==> config.mk <==
export PLATFORM = sky130hd
export DESIGN_NAME = ps2_mouse_cursor_tracker
export DESIGN_NICKNAME = d
export VERILOG_FILES = /design/src/sv/pmct_pkg.sv /design/src/sv/pmct_front.sv /design/src/sv/pmct_fifo.sv /design/src/sv/pmct_back.sv /design/src/sv/ps2_mouse_cursor_tracker.sv
export SDC_FILE = /design/constraint.sdc
export NUM_CORES = 1
export LEC_CHECK = 0
export BUFFER_PORTS_ARGS = -buffer_cell sky130_fd_sc_hd__buf_4
export CORE_ASPECT_RATIO = 2
export CORE_MARGIN = 2
export CORE_UTILIZATION = 50
export DETAILED_ROUTE_END_ITERATION = 16
export PLACE_DENSITY = 0.67
export RECOVER_POWER = 25
export SLEW_MARGIN = 20
export SYNTH_ARGS = -nofsm -noshare
export SYNTH_HDL_FRONTEND = slang
export SYNTH_SLANG_ARGS = --single-unit
==> constraint.sdc <==
create_clock -name clk_i -period 13.23 [get_ports clk_i]
set_input_delay 2.646 -clock clk_i [delete_from_list [all_inputs] [get_ports clk_i]]
set_output_delay 2.646 -clock clk_i [all_outputs]
set_load 0.02 [all_outputs]
==> src/sv/pmct_pkg.sv <==
`timescale 1ns / 1ps
// ----------------------------------------------------------------------------
// PS/2 mouse cursor tracker package
// Shared types and constants of the cursor tracker.
// ----------------------------------------------------------------------------
package pmct_pkg;

  // Port widths
  localparam int unsigned ByteW    = 8;
  localparam int unsigned OutW     = 12;
  localparam int unsigned OutDataW = 32;
  localparam int unsigned CfgIdxW  = 2;
  localparam int unsigned CfgDataW = 13;

  // Register indexes
  localparam logic [CfgIdxW-1:0] RegGraphical = 2'd0;
  localparam logic [CfgIdxW-1:0] RegWidth     = 2'd1;
  localparam logic [CfgIdxW-1:0] RegHeight    = 2'd2;

  // Register reset values
  localparam logic [CfgDataW-1:0] WidthRst  = 13'd1024;
  localparam logic [CfgDataW-1:0] HeightRst = 13'd768;

  // Flag byte sign bits of the deltas
  localparam int unsigned FlagSignX = 4;
  localparam int unsigned FlagSignY = 5;

  // Text mode accumulator steps and saturation limits
  localparam logic signed [15:0] AccStepX = 16'sd4;
  localparam logic signed [15:0] AccStepY = 16'sd8;
  localparam logic signed [16:0] AccMax   = 17'sd32767;
  localparam logic signed [16:0] AccMin   = -17'sd32768;

  // Packet queue depth
  localparam int unsigned QDepth = 2;

  typedef struct packed {
    logic signed [8:0] dx;
    logic signed [9:0] dy;
    logic              zero;
  } packet_t;

  typedef struct packed {
    logic                graphical;
    logic [CfgDataW-1:0] width;
    logic [CfgDataW-1:0] height;
  } cfg_t;

endpackage

==> src/sv/pmct_front.sv <==
`timescale 1ns / 1ps
// ----------------------------------------------------------------------------
// Packet assembler
// Groups mouse bytes into flags, delta X and delta Y and forms signed deltas.
// ----------------------------------------------------------------------------
module pmct_front (
  input  logic                          clk_i,
  input  logic                          rst_ni,
  input  logic                          clear_i,
  input  logic                          byte_valid_i,
  output logic                          byte_ready_o,
  input  logic [pmct_pkg::ByteW-1:0]    byte_i,
  output logic                          push_o,
  output pmct_pkg::packet_t             pkt_o,
  input  logic                          q_full_i
);
  import pmct_pkg::*;

  localparam logic [1:0] IdxFlags = 2'd0;
  localparam logic [1:0] IdxDx    = 2'd1;
  localparam logic [1:0] IdxDy    = 2'd2;

  logic [1:0]       idx_q, idx_d;
  logic [ByteW-1:0] flags_q, flags_d;
  logic [ByteW-1:0] dx_q, dx_d;
  logic             take;
  logic signed [8:0] dy_raw;

  assign byte_ready_o = (idx_q != IdxDy) || !q_full_i;
  assign take         = byte_valid_i && byte_ready_o;

  assign dy_raw    = signed'({flags_q[FlagSignY], byte_i});
  assign pkt_o.dx  = signed'({flags_q[FlagSignX], dx_q});
  assign pkt_o.dy  = -(10'(dy_raw));
  assign pkt_o.zero = (dx_q == '0) && !flags_q[FlagSignX] && (byte_i == '0)
                      && !flags_q[FlagSignY];

  always_comb begin
    idx_d   = idx_q;
    flags_d = flags_q;
    dx_d    = dx_q;
    push_o  = 1'b0;
    if (clear_i) begin
      idx_d   = IdxFlags;
      flags_d = '0;
      dx_d    = '0;
    end else if (take) begin
      case (idx_q)
        IdxFlags: begin
          flags_d = byte_i;
          idx_d   = IdxDx;
        end
        IdxDx: begin
          dx_d  = byte_i;
          idx_d = IdxDy;
        end
        IdxDy: begin
          push_o = 1'b1;
          idx_d  = IdxFlags;
        end
        default: begin
          idx_d = IdxFlags;
        end
      endcase
    end
  end

  always_ff @(posedge clk_i or negedge rst_ni) begin
    if (!rst_ni) begin
      idx_q   <= IdxFlags;
      flags_q <= '0;
      dx_q    <= '0;
    end else begin
      idx_q   <= idx_d;
      flags_q <= flags_d;
      dx_q    <= dx_d;
    end
  end

endmodule

==> src/sv/pmct_fifo.sv <==
`timescale 1ns / 1ps
// ----------------------------------------------------------------------------
// Packet queue
// Short first-in first-out buffer between the assembler and the cursor unit.
// ----------------------------------------------------------------------------
module pmct_fifo (
  input  logic              clk_i,
  input  logic              rst_ni,
  input  logic              push_i,
  input  pmct_pkg::packet_t pkt_i,
  output logic              full_o,
  input  logic              pop_i,
  output logic              valid_o,
  output pmct_pkg::packet_t pkt_o
);
  import pmct_pkg::*;

  localparam int unsigned Aw = (QDepth > 1) ? $clog2(QDepth) : 1;

  packet_t        mem_q [QDepth];
  logic [Aw-1:0]  wr_ptr_q, rd_ptr_q;
  logic [Aw:0]    cnt_q;
  logic           do_push, do_pop;

  assign full_o  = (cnt_q == (Aw+1)'(QDepth));
  assign valid_o = (cnt_q != '0);
  assign pkt_o   = mem_q[rd_ptr_q];
  assign do_push = push_i && !full_o;
  assign do_pop  = pop_i && valid_o;

  always_ff @(posedge clk_i) begin
    if (do_push) begin
      mem_q[wr_ptr_q] <= pkt_i;
    end
  end

  always_ff @(posedge clk_i or negedge rst_ni) begin
    if (!rst_ni) begin
      wr_ptr_q <= '0;
      rd_ptr_q <= '0;
      cnt_q    <= '0;
    end else begin
      if (do_push) begin
        wr_ptr_q <= (wr_ptr_q == Aw'(QDepth - 1)) ? '0 : wr_ptr_q + 1'b1;
      end
      if (do_pop) begin
        rd_ptr_q <= (rd_ptr_q == Aw'(QDepth - 1)) ? '0 : rd_ptr_q + 1'b1;
      end
      if (do_push && !do_pop) begin
        cnt_q <= cnt_q + 1'b1;
      end else if (do_pop && !do_push) begin
        cnt_q <= cnt_q - 1'b1;
      end
    end
  end

endmodule

==> src/sv/pmct_back.sv <==
`timescale 1ns / 1ps
// ----------------------------------------------------------------------------
// Cursor unit
// Applies packet deltas to the cursor and holds the result for the output.
// ----------------------------------------------------------------------------
module pmct_back #(
  parameter int unsigned TEXT_COLUMNS = 80,
  parameter int unsigned TEXT_ROWS    = 25,
  parameter int unsigned COORD_BITS   = 12
) (
  input  logic                       clk_i,
  input  logic                       rst_ni,
  input  pmct_pkg::cfg_t             cfg_i,
  input  logic                       recenter_i,
  input  logic                       pkt_valid_i,
  input  pmct_pkg::packet_t          pkt_i,
  output logic                       pkt_pop_o,
  output logic                       out_valid_o,
  input  logic                       out_ready_i,
  output logic [pmct_pkg::OutW-1:0]  cursor_x_o,
  output logic [pmct_pkg::OutW-1:0]  cursor_y_o,
  output logic                       moved_o
);
  import pmct_pkg::*;

  localparam int unsigned PW = COORD_BITS;
  localparam int unsigned SW = COORD_BITS + 2;
  localparam logic [16:0]  DimLim = 17'(1) << COORD_BITS;
  localparam logic [PW-1:0] ColMax = PW'(TEXT_COLUMNS - 1);
  localparam logic [PW-1:0] RowMax = PW'(TEXT_ROWS - 1);
  localparam logic [PW-1:0] ColCtr = PW'(TEXT_COLUMNS / 2);
  localparam logic [PW-1:0] RowCtr = PW'(TEXT_ROWS / 2);

  function automatic logic [16:0] eff_dim(input logic [CfgDataW-1:0] v);
    logic [16:0] w;
    w = 17'(v);
    if (w < 17'd2) begin
      w = 17'd2;
    end else if (w > DimLim) begin
      w = DimLim;
    end
    return w;
  endfunction

  logic [PW-1:0]      pos_x_q, pos_x_d, pos_y_q, pos_y_d;
  logic signed [15:0] acc_x_q, acc_x_d, acc_y_q, acc_y_d;
  logic               out_valid_q;
  logic [OutW-1:0]    out_x_q, out_y_q;
  logic               moved_q, moved_d;

  logic [16:0]        eff_w, eff_h;
  logic signed [SW-1:0] max_x, max_y, sum_x, sum_y;
  logic [PW-1:0]      pix_x, pix_y, txt_x, txt_y;
  logic signed [16:0] asum_x, asum_y;
  logic signed [15:0] sat_x, sat_y;
  logic               up_x, dn_x, up_y, dn_y;
  logic signed [15:0] acc_x_n, acc_y_n;

  assign pkt_pop_o   = pkt_valid_i && (!out_valid_q || out_ready_i);
  assign out_valid_o = out_valid_q;
  assign cursor_x_o  = out_x_q;
  assign cursor_y_o  = out_y_q;
  assign moved_o     = moved_q;

  // Pixel mode: add delta and clamp to the visible area
  always_comb begin
    eff_w = eff_dim(cfg_i.width);
    eff_h = eff_dim(cfg_i.height);
    max_x = signed'(SW'(eff_w - 17'd2));
    max_y = signed'(SW'(eff_h - 17'd2));
    sum_x = signed'(SW'(pos_x_q)) + SW'(pkt_i.dx);
    sum_y = signed'(SW'(pos_y_q)) + SW'(pkt_i.dy);
    if (sum_x < 0) begin
      pix_x = '0;
    end else if (sum_x > max_x) begin
      pix_x = PW'(max_x);
    end else begin
      pix_x = PW'(sum_x);
    end
    if (sum_y < 0) begin
      pix_y = '0;
    end else if (sum_y > max_y) begin
      pix_y = PW'(max_y);
    end else begin
      pix_y = PW'(sum_y);
    end
  end

  // Text mode: saturate accumulators, step at most one cell per axis
  always_comb begin
    asum_x = 17'(acc_x_q) + 17'(pkt_i.dx);
    asum_y = 17'(acc_y_q) + 17'(pkt_i.dy);
    if (asum_x > AccMax) begin
      sat_x = AccMax[15:0];
    end else if (asum_x < AccMin) begin
      sat_x = AccMin[15:0];
    end else begin
      sat_x = asum_x[15:0];
    end
    if (asum_y > AccMax) begin
      sat_y = AccMax[15:0];
    end else if (asum_y < AccMin) begin
      sat_y = AccMin[15:0];
    end else begin
      sat_y = asum_y[15:0];
    end
    up_x    = (sat_x >= AccStepX);
    dn_x    = (sat_x <= -AccStepX);
    up_y    = (sat_y >= AccStepY);
    dn_y    = (sat_y <= -AccStepY);
    acc_x_n = up_x ? sat_x - AccStepX : (dn_x ? sat_x + AccStepX : sat_x);
    acc_y_n = up_y ? sat_y - AccStepY : (dn_y ? sat_y + AccStepY : sat_y);
    txt_x = pos_x_q;
    txt_y = pos_y_q;
    if (up_x && (pos_x_q < ColMax)) begin
      txt_x = pos_x_q + 1'b1;
    end else if (dn_x && (pos_x_q != '0)) begin
      txt_x = pos_x_q - 1'b1;
    end
    if (up_y && (pos_y_q < RowMax)) begin
      txt_y = pos_y_q + 1'b1;
    end else if (dn_y && (pos_y_q != '0)) begin
      txt_y = pos_y_q - 1'b1;
    end
  end

  always_comb begin
    pos_x_d = pos_x_q;
    pos_y_d = pos_y_q;
    acc_x_d = acc_x_q;
    acc_y_d = acc_y_q;
    if (recenter_i) begin
      pos_x_d = cfg_i.graphical ? PW'(eff_w >> 1) : ColCtr;
      pos_y_d = cfg_i.graphical ? PW'(eff_h >> 1) : RowCtr;
      acc_x_d = '0;
      acc_y_d = '0;
    end else if (pkt_pop_o && !pkt_i.zero) begin
      if (cfg_i.graphical) begin
        pos_x_d = pix_x;
        pos_y_d = pix_y;
      end else begin
        pos_x_d = txt_x;
        pos_y_d = txt_y;
        acc_x_d = acc_x_n;
        acc_y_d = acc_y_n;
      end
    end
    moved_d = (pos_x_d != pos_x_q) || (pos_y_d != pos_y_q);
  end

  always_ff @(posedge clk_i or negedge rst_ni) begin
    if (!rst_ni) begin
      pos_x_q     <= ColCtr;
      pos_y_q     <= RowCtr;
      acc_x_q     <= '0;
      acc_y_q     <= '0;
      out_valid_q <= 1'b0;
    end else begin
      pos_x_q <= pos_x_d;
      pos_y_q <= pos_y_d;
      acc_x_q <= acc_x_d;
      acc_y_q <= acc_y_d;
      if (pkt_pop_o) begin
        out_valid_q <= 1'b1;
      end else if (out_ready_i) begin
        out_valid_q <= 1'b0;
      end
    end
  end

  always_ff @(posedge clk_i) begin
    if (pkt_pop_o) begin
      out_x_q <= OutW'(pos_x_d);
      out_y_q <= OutW'(pos_y_d);
      moved_q <= moved_d;
    end
  end

endmodule

==> src/sv/ps2_mouse_cursor_tracker.sv <==
`timescale 1ns / 1ps
// ----------------------------------------------------------------------------
// PS/2 mouse cursor tracker
// Decodes 3-byte mouse packets and tracks a pixel or text cell cursor.
// ----------------------------------------------------------------------------
// Throughput: one byte per cycle; the last byte of a packet stalls only while
// the two-entry packet queue is full, which happens under output backpressure.
// Path: the packet enters the queue when its last byte is transferred; the
// cursor unit then pops it, updates the position and loads the output
// register, raising valid, as soon as that register is empty or being read.
// Reset: asynchronous, active low; cursor at the text grid center, width
// 1024, height 768, text mode, accumulators and byte counter cleared.
module ps2_mouse_cursor_tracker #(
  parameter int unsigned TEXT_COLUMNS = 80,
  parameter int unsigned TEXT_ROWS    = 25,
  parameter int unsigned COORD_BITS   = 12
) (
  input  logic                              clk_i,
  input  logic                              rst_ni,
  // Byte stream from the mouse
  input  logic                              s_axis_tvalid,
  output logic                              s_axis_tready,
  input  logic [pmct_pkg::ByteW-1:0]        s_axis_tdata,   // [7:0] data_byte
  // Cursor results, one per packet
  output logic                              m_axis_tvalid,
  input  logic                              m_axis_tready,
  output logic [pmct_pkg::OutDataW-1:0]     m_axis_tdata,   // [11:0] cursor_x,
                                                            // [23:12] cursor_y,
                                                            // [24] moved
  // Configuration writes
  input  logic                              cfg_valid_i,
  output logic                              cfg_ready_o,
  input  logic [pmct_pkg::CfgIdxW-1:0]      cfg_index_i,
  input  logic [pmct_pkg::CfgDataW-1:0]     cfg_data_i
);
  import pmct_pkg::*;

  cfg_t            cfg_q, cfg_d;
  logic            cfg_hit;

  logic            q_push, q_full, q_valid, q_pop;
  packet_t         q_in, q_out;

  logic [OutW-1:0] cur_x, cur_y;
  logic            moved;

  // Configuration: always ready; a write to a known register recenters
  assign cfg_ready_o = 1'b1;

  always_comb begin
    cfg_d   = cfg_q;
    cfg_hit = 1'b0;
    if (cfg_valid_i && cfg_ready_o) begin
      case (cfg_index_i)
        RegGraphical: begin
          cfg_d.graphical = cfg_data_i[0];
          cfg_hit         = 1'b1;
        end
        RegWidth: begin
          cfg_d.width = cfg_data_i;
          cfg_hit     = 1'b1;
        end
        RegHeight: begin
          cfg_d.height = cfg_data_i;
          cfg_hit      = 1'b1;
        end
        default: begin
          cfg_hit = 1'b0;
        end
      endcase
    end
  end

  always_ff @(posedge clk_i or negedge rst_ni) begin
    if (!rst_ni) begin
      cfg_q.graphical <= 1'b0;
      cfg_q.width     <= WidthRst;
      cfg_q.height    <= HeightRst;
    end else begin
      cfg_q <= cfg_d;
    end
  end

  // Front: gather bytes into packets and push complete ones
  pmct_front u_front (
    .clk_i        (clk_i),
    .rst_ni       (rst_ni),
    .clear_i      (cfg_hit),
    .byte_valid_i (s_axis_tvalid),
    .byte_ready_o (s_axis_tready),
    .byte_i       (s_axis_tdata),
    .push_o       (q_push),
    .pkt_o        (q_in),
    .q_full_i     (q_full)
  );

  // Queue: decouple packet assembly from cursor update and output stall
  pmct_fifo u_fifo (
    .clk_i   (clk_i),
    .rst_ni  (rst_ni),
    .push_i  (q_push),
    .pkt_i   (q_in),
    .full_o  (q_full),
    .pop_i   (q_pop),
    .valid_o (q_valid),
    .pkt_o   (q_out)
  );

  // Back: move the cursor and hold the result until it is transferred
  pmct_back #(
    .TEXT_COLUMNS (TEXT_COLUMNS),
    .TEXT_ROWS    (TEXT_ROWS),
    .COORD_BITS   (COORD_BITS)
  ) u_back (
    .clk_i       (clk_i),
    .rst_ni      (rst_ni),
    .cfg_i       (cfg_d),
    .recenter_i  (cfg_hit),
    .pkt_valid_i (q_valid),
    .pkt_i       (q_out),
    .pkt_pop_o   (q_pop),
    .out_valid_o (m_axis_tvalid),
    .out_ready_i (m_axis_tready),
    .cursor_x_o  (cur_x),
    .cursor_y_o  (cur_y),
    .moved_o     (moved)
  );

  // Pack result fields from the lowest bit up, zero fill to a whole word
  assign m_axis_tdata = {(OutDataW - 2 * OutW - 1)'(0), moved, cur_y, cur_x};

  // The assembler never pushes into a full queue
  a_no_overflow: assert property (@(posedge clk_i) disable iff (!rst_ni)
    q_push |-> !q_full)
    else $error("packet pushed into a full queue");

  // The cursor unit only pops a packet that is present
  a_pop_valid: assert property (@(posedge clk_i) disable iff (!rst_ni)
    q_pop |-> q_valid)
    else $error("packet popped from an empty queue");

  // A popped packet always shows up at the output next cycle
  a_pop_to_out: assert property (@(posedge clk_i) disable iff (!rst_ni)
    q_pop |=> m_axis_tvalid)
    else $error("popped packet produced no result");

  // In text mode the reported column stays inside the grid
  a_text_bound: assert property (@(posedge clk_i) disable iff (!rst_ni)
    (m_axis_tvalid && !cfg_q.graphical) |-> (cur_x < TEXT_COLUMNS))
    else $error("text cursor column outside the grid");

endmodule

* Yosys cells after proc, flatten, opt, wreduce, memory -nomap -nowiden *
Memories as Yosys holds them, arrays and structs flattened.
Index checks and enable logic that the tools add are counted.

word-level totals
  flip-flop bits (word level) = 129
  RAM bits = 40
  input port bits = 28
  output and inout port bits = 35
  word-level logic and storage cells = 165
  memories kept = 1

memories
  name          depth  bits a word  rd ports  clocked after memory_dff  wr ports  RTL line         RTL
  u_fifo.mem_q  2      20           1         0                         1         pmct_fifo.sv:20  packet_t mem_q [QDepth];

cells by class
  $add $sub $neg = 19
  order comparisons = 18
  equal/unequal tests = 9
  muxes and demuxes = 60
  reductions and logical operators = 41

operator list
  operator                                                             count
  two-way mux 16 bit                                                   14
  two-way mux 12 bit                                                   16
  two-way mux 13 bit                                                   6
  > comparator 17 x 16 -> 1 bit (second input constant)                2
  < comparator 17 x 16 -> 1 bit (second input constant)                2
  > comparator 14 bit                                                  2
  < comparator 14 x 1 -> 1 bit (second input constant)                 2
  two-way mux 27 bit                                                   1
  > comparator 13 bit (second input constant)                          2
  < comparator 13 x 2 -> 1 bit (second input constant)                 2
  adder 12 x 1 -> 12 bit (second input constant)                       2
  two-way mux 8 bit                                                    3
  inequality test 12 bit                                               2
  nonzero test 12 bit                                                  2
  subtractor 12 x 1 -> 12 bit (second input constant)                  2
  two-way mux 6 bit                                                    3
  adder 16 x 10 -> 17 bit                                              1
  adder 16 x 9 -> 17 bit                                               1
  adder 16 x 4 -> 16 bit (second input constant)                       1
  adder 16 x 5 -> 16 bit (second input constant)                       1
  greater-or-equal comparator 16 x 4 -> 1 bit (second input constant)  1
  greater-or-equal comparator 16 x 5 -> 1 bit (second input constant)  1
  less-or-equal comparator 16 x 3 -> 1 bit (second input constant)     1
  less-or-equal comparator 16 x 4 -> 1 bit (second input constant)     1
  27 further kinds                                                     76

* Longest topological paths before layout *
  word-level depth = 15
  gate-level depth with buffers = 29
  gate-level depth less buffers = 25

* Cells and area by module *
Synthesis repeated with hierarchy kept, for this count alone.

second synthesis, totals
  cell total of the unflattened synthesis = 1910
  area, all modules = 16087.9 µm²

modules (own cells, without submodules)
  module                    times used  cells each  area each (µm²)
  pmct_back                 1           1685        12426.9
  pmct_fifo                 1           81          1727.9
  ps2_mouse_cursor_tracker  1           71          1211.2
  pmct_front                1           73          721.9

* Worst setup path after synthesis *
Ideal clock, no wire load.

  path type = input-to-reg
  from = in cfg_index_i[0] in the netlist's numbering
  to = reg u_back.moved_q, in the netlist u_back.moved_o (data pin)
  setup time = 272 ps
  data arrival time = 7997 ps
  path slack = 4961 ps
  cell stages on the path = 26
  path buffers = 4
  path through = buf_6 and3b_1 buf_6 mux2i_4 a211oi_1 or2_1 buf_6 nand2_1 ha_1 buf_1 nand3_1 a2bb2oi_1 nand4_1 ha_1 or3b_2 a211oi_1 and3b_1 a21o_1 nor3_1 o41ai_1 nor2_1 a311oi_2 o311a_1 and4_1 nand4_1 or4_1

on the way
  word-level cells in the longest chain between the ends = 15
  elaborated cells between the ends (all ways) = 37
  those cells by class = 2 x add/sub; 6 x order compare; 4 x eq/ne; 22 x mux; 3 x reduce/logical

ends and longest elaborated chain
  item                                                                               RTL line                          RTL
  start, declared                                                                    ps2_mouse_cursor_tracker.sv:33    input logic [pmct_pkg::CfgIdxW-1:0] cfg_index_i,
  equality test 2 bit / equality test 2 x 1 -> 1 bit (equally long branches)         ps2_mouse_cursor_tracker.sv:54    case (cfg_index_i)
  two-way mux 13 bit                                                                 ps2_mouse_cursor_tracker.sv:54
  two-way mux 27 bit                                                                 ps2_mouse_cursor_tracker.sv:53    if (cfg_valid_i && cfg_ready_o) begin
  > comparator 13 bit                                                                pmct_back.sv:39                   end else if (w > DimLim) begin
  two-way mux 13 bit                                                                 pmct_back.sv:39
  two-way mux 13 bit                                                                 pmct_back.sv:37                   if (w < 17'd2) begin
  subtractor 14 x 2 -> 14 bit / subtractor 13 x 2 -> 14 bit (equally long branches)  pmct_back.sv:70, pmct_back.sv:69
  > comparator 14 bit, on equally long branches                                      pmct_back.sv:82, pmct_back.sv:75
  two-way mux 12 bit, on equally long branches                                       pmct_back.sv:82, pmct_back.sv:75
  two-way mux 12 bit, on equally long branches                                       pmct_back.sv:80, pmct_back.sv:73
  two-way mux 12 bit                                                                 pmct_back.sv:138                  if (cfg_i.graphical) begin
  two-way mux 12 bit                                                                 pmct_back.sv:137                  end else if (pkt_pop_o && !pkt_i.zero) begin
  two-way mux 12 bit                                                                 pmct_back.sv:132                  if (recenter_i) begin
  inequality test 12 bit                                                             pmct_back.sv:148                  moved_d = (pos_x_d != pos_x_q) || (pos_y_d != pos_y_q);
  logical OR 1 bit (*)                                                               pmct_back.sv:148
  via u_back.moved_d                                                                 pmct_back.sv:49                   logic moved_q, moved_d;
  end signal, assigned                                                               pmct_back.sv:175                  moved_q <= moved_d;
  end, declared                                                                      pmct_back.sv:49

Mark *: on every way through the listed nets, which the timed path passes. The rest lies on a longest branch.
A chain may end at the register's enable or synchronous reset.

==> impl_results.md <==
- Clock Tree Buf Depth: 2
- Setup Fix Bufs, Post-CTS: 0
- Endpoints failing hold: 0
- Clk sinks: 165
- Gate Count Post-Synth: 1969
- Die Wd: 131.0 µm
- Commonest non-fill, non-tap cell in the layout: nand2_1
- Tmin final: 9758 ps
- Vias: 16410
- Buffers on Ports: 54
- Clock latency on the worst-skew pair: 480 ps
- Maximum clock frequency: 0.1025 GHz
- Hpwl dp: 46.12 mm
- Share of cells above drive strength 1: 0.1048
- Antenna Cells: 0
- CTS tree: built
- Iter 0 DRT Violations: 1451
- # IOs: 63
- Clock-pin slew on the worst setup and hold paths: 90 ps
- Initial core utilization: 0.5039
- Layout Skew: 26.37 ps
- Non-filler instance count after layout: 2402
- Area of placed instances: 16790 µm²
- Final WL: 61.46 mm
- Peak VDD IR: 0.1609 mV
- Slew @ Worst Pin: 3691 ps
- Slew margin rel.: -1.461
- Register area share after synthesis: 0.2768
- EDFF count, synth: 65
- Mapped Avg Cell Area: 8.189 µm²
- Post-synth ARST share: 0.6061
- First-pass GRT wire length: 93.99 mm
- Failing checks: max-capacitance violations, max-slew violations
- Core ar.: 32000 µm²
- Setup Viol. Count Final: 0
- Unrepaired setup endpoints after global routing: false
- Cts repair resizes: 0
- CTS Buf Count: 17
- Flops & latches, synth: 165
- Number of placed instances, taps included: 2370
- Period utilisation layout: 0.7376
- Vias in the first global route: 16190
- Yosys cell types: 108
- Ys flop type: dfrtp_1
- Static Leakage: 6.983 nW
- Worst hold path class: reg2reg
- Die Ht: 258.0 µm
- Root Driver: clkbuf_16
- WP data required: 13450 ps
- Fin area: 17360 µm²
- Largest net degree at the start of global routing: 60
- Die area: 33790 µm²
- Power density cells: 288.8 nW/µm²
- Synth Warn #: 0
- WL/cell: 25.58 µm
- Commonest non-fill, non-tap cells in the layout: nand2_1 (176), nor2_1 (164), a21oi_1 (154), o21ai_0 (112), ha_1 (102)
- Crit Path Class: in2reg
- Remaining antenna violation count after routing: 0
- First-pass iteration count of the detailed router: 9
- Synthesized area: 16120 µm²
- Pins Over Slew Limit: 103
- Nets: 2096
- Initial antenna violation count: 3
- FP Rows: 93
- Worst-path maximum fanout: 25
- Total GRT Usage: 0.3686
- Routability cong.: 1.022
- Status: complete, but fails checks
- Total Neg Setup Slack: 0 ps
- Critical path data arrival time: 9980 ps
- CP Capture Type: flop
- Vias per std cell: 6.832
- CTS Hold Bufs: 0
- H-tree Lvls: 4
- DR DRC count: 0
- P&R area growth vs syn: 7.675%
- GRT overflow: 0
- Max Cap Viol: 2
- Crit start category: input pin
[synth_stat cells, types with 8 or more instances]
cell       count  area (µm²)
xor2_1        41       359.1
o31ai_1       14       105.1
a211o_1       10       87.58
nand4_1       30       187.7
nor2b_1       11       68.82
o22ai_1       11       68.82
o2111ai_1     17       148.9
ha_1         102        1276
a21o_1        24       180.2
and3_1        19       118.9
nand2_1      176       660.6
nand3_1       78       390.4
nand3b_1      10       75.07
a21oi_1      154       770.7
nor2_1       165       619.3
a31o_2        11       96.34
edfxtp_1      65        1952
a31oi_1       23       143.9
a21boi_0       9       67.56
clkbuf_1      74       277.8
o211ai_1      41       307.8
xnor2_1       46       402.9
mux2i_1       42       420.4
nor4_1        29       181.4
a22oi_1        8       60.06
inv_1         76       285.3
and4_1        11       96.34
o21ai_0      112       560.5
dfrtp_1       93        2327
a41oi_1       12       105.1
and2_1        20       125.1
buf_2         19       95.09
o21a_1        16       120.1
or3_1         16       100.1
mux2_2        38       427.9
nor3_1        70       350.3
nand2b_1      22       137.6
buf_4          9       67.56
or4_1         15       112.6
a311oi_1       8       70.07
a211oi_1      31       232.7
a32oi_1        8       70.07
or2_2          8       50.05
[final cells by class]
cell class	count	area [µm²]
Tap cell	427	534.3
Sequential cell	165	4463
Clock inverter	15	160.2
Clock buffer	17	425.4
Multi-Input combinational cell	1621	10920
Fill cell	3114	14640
Inverter	79	296.5
Timing Repair Buffer	78	563.0
[sequential cells by signal (all words and copies together) (netlist names)]
signal              flops
u_back.moved_o          1
u_back.cursor_y_o      12
u_back.acc_x_q         16
u_front.idx_q           2
u_fifo.rd_ptr_q         1
u_fifo.wr_ptr_q         1
u_front.flags_q         2
cfg_q                  27
u_back.pos_y_q         12
u_back.acc_y_q         16
u_fifo.mem_q           40
u_back.pos_x_q         12
u_back.cursor_x_o      12
u_front.dx_q            8
u_back.out_valid_o      1
u_fifo.cnt_q            2
[critical path, stage by stage]
cell	delay, ps
clkbuf_1	240
nand3b_1	160
clkbuf_1	960
mux2_2	470
a211oi_1	250
or2_1	370
nand2_1	100
ha_1	350
nand3_1	120
a2bb2oi_1	160
a2111oi_0	390
a21oi_1	130
ha_1	340
nand3_1	90
nor4_1	50
a211o_1	350
a21oi_1	730
mux2i_1	600
or3_1	230
o32ai_1	90
nor4_1	290
nand4_1	140
nor3_1	210
nand4_1	100
or4_1	400
[stage by stage]
stage / total power [mW] / setup WS [ps] / hold WS [ps] / utilization
after floorplan: 3.348 / 4961 / 454.5 / -
after global placement: 4.320 / 3704 / 469.2 / 0.5248
after detailed placement: 4.348 / 3579 / 489.2 / 0.5248
after CTS: 4.896 / 4036 / 502.7 / 0.5431
after global routing: 5.354 / 2863 / 523.1 / 0.5426
final: 5.014 / 3472 / 503.3 / 0.5426
[per-layer routing]
| metal | up-vias | share of wire | track usage |
|---|---|---|---|
| li1 | 7452 | - | - |
| met1 | 7741 | 0.34 | 0.3764 |
| met2 | 886 | 0.49 | 0.6320 |
| met3 | 328 | 0.073 | 0.08950 |
| met4 | 4 | 0.096 | 0.2804 |
| met5 | - | 0.00036 | 0 |
[report_power, final]
group,switching [mW],internal [mW]
Combinational,2.35,1.27
Sequential,0.178,0.685
Clock,0.260,0.269
[final timing paths]
kind	slack (ps)	start	depth (start not counted)	endpoint
min reg2reg	500	u_front.dx_q[4]	0	u_fifo.mem_q[0][15]
min	500	u_front.dx_q[4]	0	u_fifo.mem_q[0][15]
max reg2reg	5560	u_fifo.rd_ptr_q	20	u_back.moved_o
min in group asynchronous	2980	rst_ni	1	cfg_q[10]
max	3470	cfg_index_i[0]	25	u_back.moved_o
max in group asynchronous	5720	rst_ni	2	u_back.pos_x_q[0]
[logic make-up after synthesis]
| kind of cell | after synthesis | share of synthesized area |
|---|---|---|
| and+or+nand+nor | 716 | 0.2226 |
| AOI/OAI and AO/OA | 619 | 0.2638 |
| buffers and inverters | 191 | 0.04958 |
| DFF | 165 | 0.2768 |
| adders and majority gates | 107 | 0.08474 |
| xor gates and xnor gates | 87 | 0.04726 |
| muxes | 82 | 0.05471 |
| other | 2 | 0.0004658 |
Power figures use the tool's default switching activity.
